--- config.mk ---
export PLATFORM = sky130hd
export DESIGN_NAME = video_frame_slot_pool
export DESIGN_NICKNAME = d
export VERILOG_FILES = /design/src/vfsp_pkg.sv /design/src/vfsp_cell.sv /design/src/video_frame_slot_pool.sv
export SDC_FILE = /design/constraint.sdc
export NUM_CORES = 2
export LEC_CHECK = 0
export ABC_AREA = 1
export BUFFER_PORTS_ARGS = -buffer_cell sky130_fd_sc_hd__buf_4
export CELL_PAD_IN_SITES_DETAIL_PLACEMENT = 2
export CELL_PAD_IN_SITES_GLOBAL_PLACEMENT = 2
export CORE_MARGIN = 3
export CORE_UTILIZATION = 36
export CTS_CLUSTER_DIAMETER = 30
export CTS_CLUSTER_SIZE = 8
export DETAILED_ROUTE_END_ITERATION = 6
export PLACE_DENSITY = 0.81
export SYNTH_ARGS = -nofsm -noshare
export SYNTH_HDL_FRONTEND = slang
export SYNTH_SLANG_ARGS = --single-unit
--- constraint.sdc ---
create_clock -name clk_i -period 3.9 [get_ports clk_i]
set_input_delay 0.195 -clock clk_i [delete_from_list [all_inputs] [get_ports clk_i]]
set_output_delay 0.195 -clock clk_i [all_outputs]
set_load 0.03 [all_outputs]
--- src/vfsp_pkg.sv ---
// ----------------------------------------------------------------------------
// vfsp_pkg: shared types and constants of the frame slot pool
// Item layouts, operation and status codes, and slot update commands.
// ----------------------------------------------------------------------------
package vfsp_pkg;

  // default sizing
  localparam int SlotCountDef  = 8;
  localparam int OrderWidthDef = 32;
  localparam int TimeW         = 32;
  localparam int SlotW         = 3;

  // operation codes carried in the op field
  typedef enum logic [1:0] {
    OP_STORE   = 2'd0,
    OP_ACQUIRE = 2'd1,
    OP_RELEASE = 2'd2
  } op_e;

  // result status codes
  typedef enum logic [2:0] {
    STAT_OK        = 3'd0,
    STAT_OVERWRITE = 3'd1,
    STAT_NONE_RDY  = 3'd2,
    STAT_NO_FREE   = 3'd3,
    STAT_BAD       = 3'd4
  } status_e;

  // slot update broadcast to the cell row
  typedef enum logic [1:0] {
    CMD_NONE    = 2'd0,
    CMD_STORE   = 2'd1,
    CMD_ACQUIRE = 2'd2,
    CMD_RELEASE = 2'd3
  } cmd_e;

  // controller states
  typedef enum logic [2:0] {
    S_IDLE   = 3'b001,
    S_SCAN   = 3'b010,
    S_COMMIT = 3'b100
  } state_e;

  // input item
  typedef struct packed {
    logic [1:0]              op;
    logic signed [TimeW-1:0] frame_time;
    logic [SlotW-1:0]        slot_in;
  } req_t;

  // result item
  typedef struct packed {
    logic [2:0]              status;
    logic [SlotW-1:0]        slot_out;
    logic signed [TimeW-1:0] time_out;
  } rsp_t;

endpackage

--- src/vfsp_cell.sv ---
// ----------------------------------------------------------------------------
// vfsp_cell: one slot of the frame slot pool
// Holds the slot state and folds it into the running best candidates that
// travel down the row, one cell per cycle.
// ----------------------------------------------------------------------------
module vfsp_cell #(
  parameter int CELL_IDX    = 0,
  parameter int IDX_W       = 3,
  parameter int ORDER_WIDTH = 32
) (
  input  logic                         clk_i,
  input  logic                         rst_ni,
  // update command
  input  vfsp_pkg::cmd_e               cmd_i,
  input  logic [IDX_W-1:0]             cmd_idx_i,
  input  logic signed [31:0]           cmd_time_i,
  input  logic [ORDER_WIDTH-1:0]       cmd_order_i,
  // scan keys
  input  logic signed [31:0]           last_time_i,
  input  logic [2:0]                   rel_idx_i,
  // candidates from the left neighbor
  input  logic                         free_vld_i,
  input  logic [IDX_W-1:0]             free_idx_i,
  input  logic [ORDER_WIDTH-1:0]       free_ord_i,
  input  logic                         rdy_vld_i,
  input  logic [IDX_W-1:0]             rdy_idx_i,
  input  logic [ORDER_WIDTH-1:0]       rdy_ord_i,
  input  logic                         acq_vld_i,
  input  logic [IDX_W-1:0]             acq_idx_i,
  input  logic signed [31:0]           acq_time_i,
  input  logic                         rel_hit_i,
  input  logic                         rel_held_i,
  input  logic signed [31:0]           rel_time_i,
  // candidates to the right neighbor
  output logic                         free_vld_o,
  output logic [IDX_W-1:0]             free_idx_o,
  output logic [ORDER_WIDTH-1:0]       free_ord_o,
  output logic                         rdy_vld_o,
  output logic [IDX_W-1:0]             rdy_idx_o,
  output logic [ORDER_WIDTH-1:0]       rdy_ord_o,
  output logic                         acq_vld_o,
  output logic [IDX_W-1:0]             acq_idx_o,
  output logic signed [31:0]           acq_time_o,
  output logic                         rel_hit_o,
  output logic                         rel_held_o,
  output logic signed [31:0]           rel_time_o
);
  import vfsp_pkg::*;

  localparam logic [IDX_W-1:0] MyIdx = IDX_W'(CELL_IDX);

  logic [ORDER_WIDTH-1:0] order_q;
  logic                   ready_q;
  logic signed [31:0]     time_q;

  logic free_take, rdy_take, acq_take, rel_match;

  // slot state update
  always_ff @(posedge clk_i or negedge rst_ni) begin
    if (!rst_ni) begin
      order_q <= ORDER_WIDTH'(1);
      ready_q <= 1'b0;
      time_q  <= '0;
    end else if (cmd_idx_i == MyIdx) begin
      unique case (cmd_i)
        CMD_STORE: begin
          time_q  <= cmd_time_i;
          ready_q <= 1'b1;
        end
        CMD_ACQUIRE: begin
          order_q <= '0;
          ready_q <= 1'b0;
        end
        CMD_RELEASE: order_q <= cmd_order_i;
        default: ;
      endcase
    end
  end

  // strict compares keep the lower index on ties
  always_comb begin
    free_take = (order_q != '0) && !ready_q && (!free_vld_i || order_q < free_ord_i);
    rdy_take  = (order_q != '0) && ready_q && (!rdy_vld_i || order_q < rdy_ord_i);
    acq_take  = ready_q && (time_q > last_time_i) && (!acq_vld_i || time_q < acq_time_i);
    rel_match = (int'(rel_idx_i) == CELL_IDX);
  end

  // hand candidates to the neighbor
  always_ff @(posedge clk_i or negedge rst_ni) begin
    if (!rst_ni) begin
      free_vld_o <= 1'b0;
      rdy_vld_o  <= 1'b0;
      acq_vld_o  <= 1'b0;
      rel_hit_o  <= 1'b0;
      rel_held_o <= 1'b0;
      free_idx_o <= '0;
      free_ord_o <= '0;
      rdy_idx_o  <= '0;
      rdy_ord_o  <= '0;
      acq_idx_o  <= '0;
      acq_time_o <= '0;
      rel_time_o <= '0;
    end else begin
      free_vld_o <= free_vld_i || free_take;
      free_idx_o <= free_take ? MyIdx : free_idx_i;
      free_ord_o <= free_take ? order_q : free_ord_i;
      rdy_vld_o  <= rdy_vld_i || rdy_take;
      rdy_idx_o  <= rdy_take ? MyIdx : rdy_idx_i;
      rdy_ord_o  <= rdy_take ? order_q : rdy_ord_i;
      acq_vld_o  <= acq_vld_i || acq_take;
      acq_idx_o  <= acq_take ? MyIdx : acq_idx_i;
      acq_time_o <= acq_take ? time_q : acq_time_i;
      rel_hit_o  <= rel_hit_i || rel_match;
      rel_held_o <= rel_match ? (order_q == '0) : rel_held_i;
      rel_time_o <= rel_match ? time_q : rel_time_i;
    end
  end

endmodule

--- src/video_frame_slot_pool.sv ---
// ----------------------------------------------------------------------------
// video_frame_slot_pool: pool of decoded-frame slots
// Store, acquire and release of frame slots; a row of slot cells finds the
// lowest-order and earliest-frame candidates, then at most one slot is updated.
// ----------------------------------------------------------------------------
//  channel   | signals                 | direction | handshake
//  ----------+-------------------------+-----------+-------------------------
//  request   | start_i, busy_o, req_i  | in        | taken when start_i & !busy_o
//  result    | rsp_valid_o, rsp_o      | out       | one-cycle strobe, no stall
//
//  From acceptance, the candidates walk the cell row one slot per cycle in
//  the scan state; the commit state then updates at most one slot and
//  registers the result. busy_o is high through scan and commit; the next
//  item can be taken in the strobe cycle.
//  Reset puts every slot free with order one and no frame ready.
//  The result cannot be stalled and is shown for exactly one cycle.
// ----------------------------------------------------------------------------
module video_frame_slot_pool #(
  parameter int SLOT_COUNT  = vfsp_pkg::SlotCountDef,
  parameter int ORDER_WIDTH = vfsp_pkg::OrderWidthDef
) (
  input  logic           clk_i,
  input  logic           rst_ni,
  input  logic           start_i,
  output logic           busy_o,
  input  vfsp_pkg::req_t req_i,
  output logic           rsp_valid_o,
  output vfsp_pkg::rsp_t rsp_o
);
  import vfsp_pkg::*;

  localparam int IDX_W = $clog2(SLOT_COUNT);

  // candidate chain, one tap per cell boundary
  logic                   free_vld [SLOT_COUNT+1];
  logic [IDX_W-1:0]       free_idx [SLOT_COUNT+1];
  logic [ORDER_WIDTH-1:0] free_ord [SLOT_COUNT+1];
  logic                   rdy_vld  [SLOT_COUNT+1];
  logic [IDX_W-1:0]       rdy_idx  [SLOT_COUNT+1];
  logic [ORDER_WIDTH-1:0] rdy_ord  [SLOT_COUNT+1];
  logic                   acq_vld  [SLOT_COUNT+1];
  logic [IDX_W-1:0]       acq_idx  [SLOT_COUNT+1];
  logic signed [31:0]     acq_time [SLOT_COUNT+1];
  logic                   rel_hit  [SLOT_COUNT+1];
  logic                   rel_held [SLOT_COUNT+1];
  logic signed [31:0]     rel_time [SLOT_COUNT+1];

  state_e                 state_q, state_d;
  logic [IDX_W-1:0]       cnt_q, cnt_d;
  req_t                   req_q;
  logic [ORDER_WIDTH-1:0] ord_cnt_q, ord_cnt_d, ord_cnt_inc;
  logic signed [31:0]     last_q, last_d;
  logic                   rsp_valid_q, rsp_valid_d;
  rsp_t                   rsp_q, rsp_d;

  cmd_e                   cmd;
  logic [IDX_W-1:0]       cmd_idx;
  logic signed [31:0]     cmd_time;
  logic [ORDER_WIDTH-1:0] cmd_order;
  logic [IDX_W+2:0]       slot_ext;
  logic [IDX_W+2:0]       rel_ext;

  // empty candidates enter the head of the row
  assign free_vld[0] = 1'b0;
  assign free_idx[0] = '0;
  assign free_ord[0] = '0;
  assign rdy_vld[0]  = 1'b0;
  assign rdy_idx[0]  = '0;
  assign rdy_ord[0]  = '0;
  assign acq_vld[0]  = 1'b0;
  assign acq_idx[0]  = '0;
  assign acq_time[0] = '0;
  assign rel_hit[0]  = 1'b0;
  assign rel_held[0] = 1'b0;
  assign rel_time[0] = '0;

  // row of slot cells
  for (genvar g = 0; g < SLOT_COUNT; g++) begin : g_cell
    vfsp_cell #(
      .CELL_IDX    (g),
      .IDX_W       (IDX_W),
      .ORDER_WIDTH (ORDER_WIDTH)
    ) u_cell (
      .clk_i       (clk_i),
      .rst_ni      (rst_ni),
      .cmd_i       (cmd),
      .cmd_idx_i   (cmd_idx),
      .cmd_time_i  (cmd_time),
      .cmd_order_i (cmd_order),
      .last_time_i (last_q),
      .rel_idx_i   (req_q.slot_in),
      .free_vld_i  (free_vld[g]),
      .free_idx_i  (free_idx[g]),
      .free_ord_i  (free_ord[g]),
      .rdy_vld_i   (rdy_vld[g]),
      .rdy_idx_i   (rdy_idx[g]),
      .rdy_ord_i   (rdy_ord[g]),
      .acq_vld_i   (acq_vld[g]),
      .acq_idx_i   (acq_idx[g]),
      .acq_time_i  (acq_time[g]),
      .rel_hit_i   (rel_hit[g]),
      .rel_held_i  (rel_held[g]),
      .rel_time_i  (rel_time[g]),
      .free_vld_o  (free_vld[g+1]),
      .free_idx_o  (free_idx[g+1]),
      .free_ord_o  (free_ord[g+1]),
      .rdy_vld_o   (rdy_vld[g+1]),
      .rdy_idx_o   (rdy_idx[g+1]),
      .rdy_ord_o   (rdy_ord[g+1]),
      .acq_vld_o   (acq_vld[g+1]),
      .acq_idx_o   (acq_idx[g+1]),
      .acq_time_o  (acq_time[g+1]),
      .rel_hit_o   (rel_hit[g+1]),
      .rel_held_o  (rel_held[g+1]),
      .rel_time_o  (rel_time[g+1])
    );
  end

  // saturating release order
  assign ord_cnt_inc = (&ord_cnt_q) ? ord_cnt_q : ord_cnt_q + ORDER_WIDTH'(1);
  assign rel_ext     = {IDX_W'(0), req_q.slot_in};

  // sequencer and slot decision
  always_comb begin
    state_d     = state_q;
    cnt_d       = cnt_q;
    ord_cnt_d   = ord_cnt_q;
    last_d      = last_q;
    rsp_valid_d = 1'b0;
    rsp_d       = rsp_q;
    cmd         = CMD_NONE;
    cmd_idx     = '0;
    cmd_time    = req_q.frame_time;
    cmd_order   = ord_cnt_inc;
    slot_ext    = '0;
    unique case (state_q)
      S_IDLE: begin
        if (start_i) begin
          state_d = S_SCAN;
          cnt_d   = '0;
        end
      end
      S_SCAN: begin
        cnt_d = cnt_q + IDX_W'(1);
        if (cnt_q == IDX_W'(SLOT_COUNT - 1)) state_d = S_COMMIT;
      end
      S_COMMIT: begin
        state_d     = S_IDLE;
        rsp_valid_d = 1'b1;
        unique case (req_q.op)
          OP_STORE: begin
            rsp_d.time_out = req_q.frame_time;
            if (free_vld[SLOT_COUNT]) begin
              cmd          = CMD_STORE;
              cmd_idx      = free_idx[SLOT_COUNT];
              rsp_d.status = STAT_OK;
            end else if (rdy_vld[SLOT_COUNT]) begin
              cmd          = CMD_STORE;
              cmd_idx      = rdy_idx[SLOT_COUNT];
              rsp_d.status = STAT_OVERWRITE;
            end else begin
              rsp_d.status = STAT_NO_FREE;
            end
            slot_ext       = {3'b000, cmd_idx};
            rsp_d.slot_out = slot_ext[2:0];
          end
          OP_ACQUIRE: begin
            if (acq_vld[SLOT_COUNT]) begin
              cmd            = CMD_ACQUIRE;
              cmd_idx        = acq_idx[SLOT_COUNT];
              last_d         = acq_time[SLOT_COUNT];
              rsp_d.status   = STAT_OK;
              rsp_d.time_out = acq_time[SLOT_COUNT];
            end else begin
              rsp_d.status   = STAT_NONE_RDY;
              rsp_d.time_out = '0;
            end
            slot_ext       = {3'b000, cmd_idx};
            rsp_d.slot_out = slot_ext[2:0];
          end
          OP_RELEASE: begin
            rsp_d.slot_out = req_q.slot_in;
            if (!rel_hit[SLOT_COUNT]) begin
              rsp_d.status   = STAT_BAD;
              rsp_d.time_out = '0;
            end else if (!rel_held[SLOT_COUNT]) begin
              rsp_d.status   = STAT_BAD;
              rsp_d.time_out = rel_time[SLOT_COUNT];
            end else begin
              cmd            = CMD_RELEASE;
              cmd_idx        = rel_ext[IDX_W-1:0];
              ord_cnt_d      = ord_cnt_inc;
              rsp_d.status   = STAT_OK;
              rsp_d.time_out = rel_time[SLOT_COUNT];
            end
          end
          default: begin
            rsp_d.status   = STAT_BAD;
            rsp_d.slot_out = '0;
            rsp_d.time_out = '0;
          end
        endcase
      end
      default: state_d = S_IDLE;
    endcase
  end

  // control registers
  always_ff @(posedge clk_i or negedge rst_ni) begin
    if (!rst_ni) begin
      state_q     <= S_IDLE;
      cnt_q       <= '0;
      ord_cnt_q   <= ORDER_WIDTH'(1);
      last_q      <= -32'sd1;
      rsp_valid_q <= 1'b0;
    end else begin
      state_q     <= state_d;
      cnt_q       <= cnt_d;
      ord_cnt_q   <= ord_cnt_d;
      last_q      <= last_d;
      rsp_valid_q <= rsp_valid_d;
    end
  end

  // item and result payload
  always_ff @(posedge clk_i) begin
    if (state_q == S_IDLE && start_i) req_q <= req_i;
    rsp_q <= rsp_d;
  end

  assign busy_o      = (state_q != S_IDLE);
  assign rsp_valid_o = rsp_valid_q;
  assign rsp_o       = rsp_q;

  // checks
  a_state_onehot : assert property (@(posedge clk_i) disable iff (!rst_ni)
    $onehot(state_q)) else $error("controller state not one-hot");

  a_strobe_after_commit : assert property (@(posedge clk_i) disable iff (!rst_ni)
    rsp_valid_o |-> $past(state_q == S_COMMIT)) else $error("result without update");

  a_accept_starts_scan : assert property (@(posedge clk_i) disable iff (!rst_ni)
    (start_i && !busy_o) |=> (state_q == S_SCAN && cnt_q == '0))
    else $error("accepted item did not start a scan");

  a_overwrite_only_store : assert property (@(posedge clk_i) disable iff (!rst_ni)
    (rsp_valid_o && rsp_o.status == STAT_OVERWRITE) |-> (req_q.op == OP_STORE))
    else $error("overwrite flagged on a non-store item");

endmodule
* Word-level counts from Yosys, hierarchy flattened
Index checks and enable logic that the tools add are counted.
** Cells by class
- $add $sub $neg :: 2
- Magnitude comparators :: 29
- Equality and inequality tests :: 26
- Muxes and demuxes :: 90
- Reductions and logical operators :: 175
** Operators by type and width (count)
- $mux 32 :: 33
- $lt 32x32->1 :: 21
- $gt 32x32->1 :: 8
- $logic_not 32->1 :: 8
- $reduce_bool 32->1 :: 8
- $pmux 38 s3 :: 1
- $mux 3 :: 29
- $pmux 32 s2 :: 1
- $reduce_and 2->1 :: 26
- $logic_or 1x1->1 :: 49
- $logic_and 1x1->1 :: 46
- $add 32x1->32 const B :: 1
- $reduce_and 32->1 :: 1
- $eq 3x3->1 const B :: 10
- $logic_not 1->1 :: 29
- $eq 3x2->1 const B :: 5
- $mux 1 :: 14
- $mux 2 :: 7
- $pmux 3 s2 :: 2
- $eq 3x1->1 const B :: 3
- $pmux 3 s3 :: 1
- $eq 2x2->1 const B :: 3
- $logic_not 3->1 :: 2
- $pmux 2 s3 :: 1
- 9 further kinds :: 13
** Storage, ports and cells
- Bits in registers :: 1729
- Input port bits :: 40
- Output and inout port bits :: 40
- Word-level logic and storage cells :: 448

* Depth between registers and ports, before layout
- Depth in word-level cells :: 7
- Mapped depth :: 20
- Gate-level depth less buffers :: 19

* Cells and area by module
From an unflattened synthesis, not the netlist that was laid out.
** Unflattened totals
- Cells, all modules :: 11496
- Area total of the unflattened synthesis :: 98155.4 µm²
** By module, submodules not included
- vfsp_cell (g_cell[1].u_cell ...) :: instances 2, cells each 1340, area an instance 11377.2 µm², seq. area each 5181.2 µm²
- vfsp_cell (g_cell[5].u_cell ...) :: instances 2, cells each 1333, area an instance 11318.4 µm², seq. area each 5181.2 µm²
- vfsp_cell (g_cell[0].u_cell) :: instances 1, cells each 1340, area an instance 11422.2 µm², seq. area each 5181.2 µm²
- vfsp_cell (g_cell[4].u_cell) :: instances 1, cells each 1345, area an instance 11413.4 µm², seq. area each 5181.2 µm²
- vfsp_cell (g_cell[7].u_cell) :: instances 1, cells each 1341, area an instance 11412.2 µm², seq. area each 5181.2 µm²
- vfsp_cell (g_cell[3].u_cell) :: instances 1, cells each 1335, area an instance 11397.2 µm², seq. area each 5181.2 µm²
- video_frame_slot_pool :: instances 1, cells each 789, area an instance 7119.3 µm², seq. area each 4071.4 µm²

* Worst setup path before layout
OpenSTA, ideal clock, no wires.
- Kind :: flip-flop to flip-flop
- Start :: register state_q[1]
- End :: register g_cell[1].u_cell.order_q[13]
- Library setup time :: 83 ps
- Arrival :: 3584 ps
- Data required time :: 3817 ps
- Slack :: 233 ps
- Stages on the path, launching flop included :: 12
- Cell sequence :: dfrtp_1 > nor3_4 > inv_2 > nor2_1 > clkbuf_1 > nor2_1 > inv_1 > ha_1 > clkbuf_1 > buf_1 > nand2_1 > o21ai_0
** Between the ends
- Longest elaborated chain between the ends :: 5
- Elaborated cells between the ends (all ways) :: 9
** RTL lines
- start: declaration :: RTL line video_frame_slot_pool.sv:48 : state_e state_q, state_d;
- start signal: assignment :: RTL line video_frame_slot_pool.sv:217 : state_q <= state_d;
- $eq 3x3->1 (*) :: RTL line video_frame_slot_pool.sv:136 : unique case (state_q)
- $mux 2 :: RTL line video_frame_slot_pool.sv:136
- $eq 2x2->1 :: RTL line vfsp_cell.sv:65 : unique case (cmd_i)
- $reduce_bool 2->1 (no source line)
- $reduce_and 2->1 (no source line)
- end signal: assignment :: RTL line vfsp_cell.sv:74 : CMD_RELEASE: order_q <= cmd_order_i;
- end: declaration :: RTL line vfsp_cell.sv:52 : logic [ORDER_WIDTH-1:0] order_q;
Every way passes the cells marked *; elsewhere a longest branch is shown, timed or not.
A chain may end at the register's enable or synchronous reset.

* Final worst setup path
- Start :: register last_q[29]
- End :: register g_cell[4].u_cell.acq_idx_o[0]
** Between the ends
- Longest elaborated chain between the ends :: 4
** RTL lines
- start: declaration :: RTL line video_frame_slot_pool.sv:52 : logic signed [31:0] last_q, last_d;
- start signal: assignment :: RTL line video_frame_slot_pool.sv:214 : last_q <= -32'sd1;
- start signal: assignment :: RTL line video_frame_slot_pool.sv:220 : last_q <= last_d;
- $gt 32x32->1 :: RTL line vfsp_cell.sv:84 : acq_take = ready_q && (time_q > last_time_i) && (!acq_vld_i || time_q < acq_time_i);
- $logic_and 1x1->1 (2 in series) :: RTL line vfsp_cell.sv:84
- named net g_cell[4].u_cell.acq_take :: RTL line vfsp_cell.sv:56 : logic free_take, rdy_take, acq_take, rel_match;
- $mux 3 :: RTL line vfsp_cell.sv:111 : acq_idx_o <= acq_take ? MyIdx : acq_idx_i;
- end signal: assignment :: RTL line vfsp_cell.sv:111
- end: declaration :: RTL line vfsp_cell.sv:42 : output logic [IDX_W-1:0] acq_idx_o,
The timed path passes the listed nets, and every way through them passes these cells.

==> results.md <==
- Vias in the first global route: 96.26k
- Final worst slack: -0.08647 ns
- Total grt overflow: 0
- Final wirelength: 471000 um
- Port bufs: 79
- Storage element area: 43390 um^2
- Filler cells: 25.23k
- Initial DRT Pass Iterations: 7
- Post-synthesis sequential area ratio: between 40 and 50%
- CTS H-Tree Depth: 5
- Via count: 84.64k
- WL per Instance: roughly 33 um
- Final setup violation count: 4
- Actual slew at the worst max-slew pin: 1.318 ns
- Top cells by area, synth: dfrtp_1 46%, nand2_1 15%, ha_1 13%, inv_1 4.5%, nand3_1 3.8%
- CP Depth: 13
- Cell count after synthesis: 10.19k
- Top-count cell post-synth: nand2_1
- WHS Path Cells: 2
- Post-synth EDFFs: 75
- TritonCTS Sinks: ~1.7k
- I/O pin count: 80
- # DRC: 2
- Mapped cell area: 86950 um^2
- Post-route cell area: 107000 um^2
- Final Slew Violations: 0
- Power density over the cells: between 500 and 600 nW/um^2
- Area of the multi-input gates: 38330 um^2
- Initial antenna violation count: 49
- Clk buf depth: 4
- Worst-path cell chain: inv_1 -> ha_1 -> nand2_1 -> nor2_1 -> nand4_1 -> nor3b_4 -> nand4_1 -> nand2_1 -> nor2_4 -> nand2_1 -> buf_4 -> inv_1 -> nor2_1
- RSZ-0062 raised after global routing: true
- Worst EP required: roughly 4.8 ns
- Crit path max-delay family: simple AND/OR/NAND/NOR gates
- Synth unique cells: 44
- Depth of the worst register-to-register path: 13
- VDD IR-drop max: roughly 400 uV
- Worst path max stage delay: 0.53 ns
- Failing checks: DRC, setup timing
- M3 GR Usage: 8.487%
- Synthesized flop and latch total: 1717
- # rows: around 180
- Clk_lat worst skew: 1.05 ns
- Routed Antenna Nets: 0
- Worst clock skew: around 0.16 ns
- Worst path slowest cell: ha_1
- Die height: 497.5 um
- Busiest layer in global routing: met2
- Post-synthesis average cell area: around 8.5 um^2
- Core area: between 200000 and 250000 um^2
- TritonCTS clock tree: yes
- Most used cell, CP: nand2_1
- Setup crit start kind: register
- Share of cells above drive strength 1: between 10% and 20%
- Total die area: 247500 um^2
- Pleak: 54.29 nW
- Met2 GRT Util: between 50 and 60%
- Final Hold Fails: 0
- Synth top area share: 46.05%
- DP Wirelength: approximately 260000 um
- First-pass GRT wire length: between 600000 and 700000 um
- Met1 global-route usage: 44.73%
- Initial core utilization: between 30% and 40%
- Total Neg Setup Slack: -0.1158 ns
- GP Congestion: 0.9146
- Placed Area: approximately 90000 um^2
- Max Fclk: 0.2508 GHz
- Nets: 11.56k
- Vias per Instance: 5.997
- Critical setup path kind: reg -> reg
- Worst path bufs/invs: 3
- Clock transition at the registers of the reported paths: 0.06 ns
- Min-Delay Path Class: in -> reg
- Tmin final: about 4 ns
- Asr flop ratio synth: about 96%
- Status: complete, but fails checks
- Total Power: 56.70 mW
- Overall routing resource usage: 37.31%
- Crit end category: register
- Max-Cap Viols: 0
- Worst slew margin: 12.16%
- Synth warn: 0
- Largest net degree at the start of global routing: about 160
- Area grow syn2layout: 23.09%
- Worst Path Max Fanout: 33
- Net count after synthesis: 11.14k
- Most frequent cells after synthesis: 3437 x nand2_1, 1600 x dfrtp_1, 1053 x inv_1
- Arrival time worst endpoint: 4.86 ns
- Die W: 497.5 um
- Yosys top cell by area: dfrtp_1
- 1st-iter DRT viols: 9170
- Inserted Clock Buffers: about 420
- Primary FF master, synth: dfrtp_1
- Final period util: 102.2%
- Clk Tree Root Cell: clkbuf_16
[stage by stage]
step	instances	hold slack [ns]	util [%]	setup WS [ns]
after floorplan	10190	-0.1006	-	0.2334
final	14110	0.02017	44.79	-0.08647
after detailed placement	13290	0.1314	38.54	-0.09825
after global placement	13290	0.1357	38.54	0.1086
after CTS	14090	0.003710	44.70	0.02860
after global routing	14110	0.007831	44.78	-0.1120
[worst register-to-register path: cells and delay by family, from the launching register on]
family	cells	cell delay, ns
AND/OR/NAND/NOR	9	1.91
buffers and inverters	3	0.93
adder cells (fa/ha/maj)	1	0.54
flip-flops	1	0.52
[kinds of logic after synthesis]
group,Yosys count,synth area share [%]
and+or+nand+nor,4750,22.20
AOI/OAI and AO/OA,1354,8.307
xor gates and xnor gates,27,0.2719
adders and majority gates,913,13.14
buffers and inverters,1425,6.180
DFF,1717,49.90
[worst paths after layout]
check | start | end | slack [ns]
max in group asynchronous | rst_ni | cnt_q[1] | 2.63
setup reg to reg | last_q[29] | g_cell[4].u_cell.acq_idx_o[0] | -0.09
hold / removal | req_i[7] | cmd_time[4] | 0.02
hold reg to reg | g_cell[0].u_cell.rel_time_o[22] | g_cell[1].u_cell.rel_time_o[22] | 0.39
min in group asynchronous | rst_ni | g_cell[3].u_cell.rel_time_o[9] | 0.07
setup / recovery | last_q[29] | g_cell[4].u_cell.acq_idx_o[0] | -0.09
[routing by layer]
metal  part of all wire, %  vias up  routed length, um
li1                      -    34100                  -
met3                   8.1     1705              38040
met5                 0.030        -                140
met2                    46     4708             217800
met4                   7.6       18              35670
met1                    38    44110             179400
[area by class of cell]
| cell class | instances | area share [%] |
|---|---|---|
| multi-input cells | 7044 | 35.81 |
| inverters | 1078 | 3.792 |
| clock inverters | 210 | 2.447 |
| diodes | 7 | 0.01637 |
| repair buffers | 352 | 2.963 |
| well taps | 3167 | 3.702 |
| clock buffers | 538 | 10.73 |
| flip-flops and latches | 1717 | 40.54 |
[sequential cells by signal, summed over array words and instances, names as in the netlist, 32 cells and up]
| register | flops |
|---|---|
| ord_cnt_q | 32 |
| rsp_o | 38 |
| g_cell.u_cell.free_ord_o | 224 |
| g_cell.u_cell.time_q | 256 |
| g_cell.u_cell.order_q | 256 |
| cmd_time | 32 |
| g_cell.u_cell.acq_time_o | 256 |
| last_q | 32 |
| g_cell.u_cell.rel_time_o | 256 |
| g_cell.u_cell.rdy_ord_o | 224 |
[placed cells by master (no fill, tap or decap), types with 57 or more instances in the layout]
master / synthesis / layout
nand3_1: 665 / 665
nand2_1: 3437 / 3431
clkbuf_16: 0 / 417
nor4_1: 89 / 88
inv_1: 1053 / 1049
nand4_1: 71 / 71
ha_1: 913 / 911
nor2_1: 375 / 356
edfxtp_1: 75 / 75
clkinv_2: 0 / 65
a21oi_1: 474 / 474
clkbuf_8: 0 / 59
o21ai_1: 88 / 90
clkinvlp_4: 0 / 57
dlygate4sd3_1: 0 / 59
dfrtp_1: 1600 / 1600
clkbuf_1: 317 / 62
buf_4: 0 / 263
o21ai_0: 592 / 590
[where the power goes]
group          internal (mW)  switching, mW
Clock                   23.8           12.4
Sequential              18.2          0.122
Combinational          0.298           1.90
Total                   42.3           14.4
[timing repair]
action / CTS / global route
hold endpoints to repair: 1079 / 1
hold buffers: 59 / 1
resized for setup: 5 / 11
buffers inserted: 0 / 13
endpoints found under the setup margin: 76 / 146
cloned: 0 / 0
No activity file was read; power rests on OpenSTA's default activity.
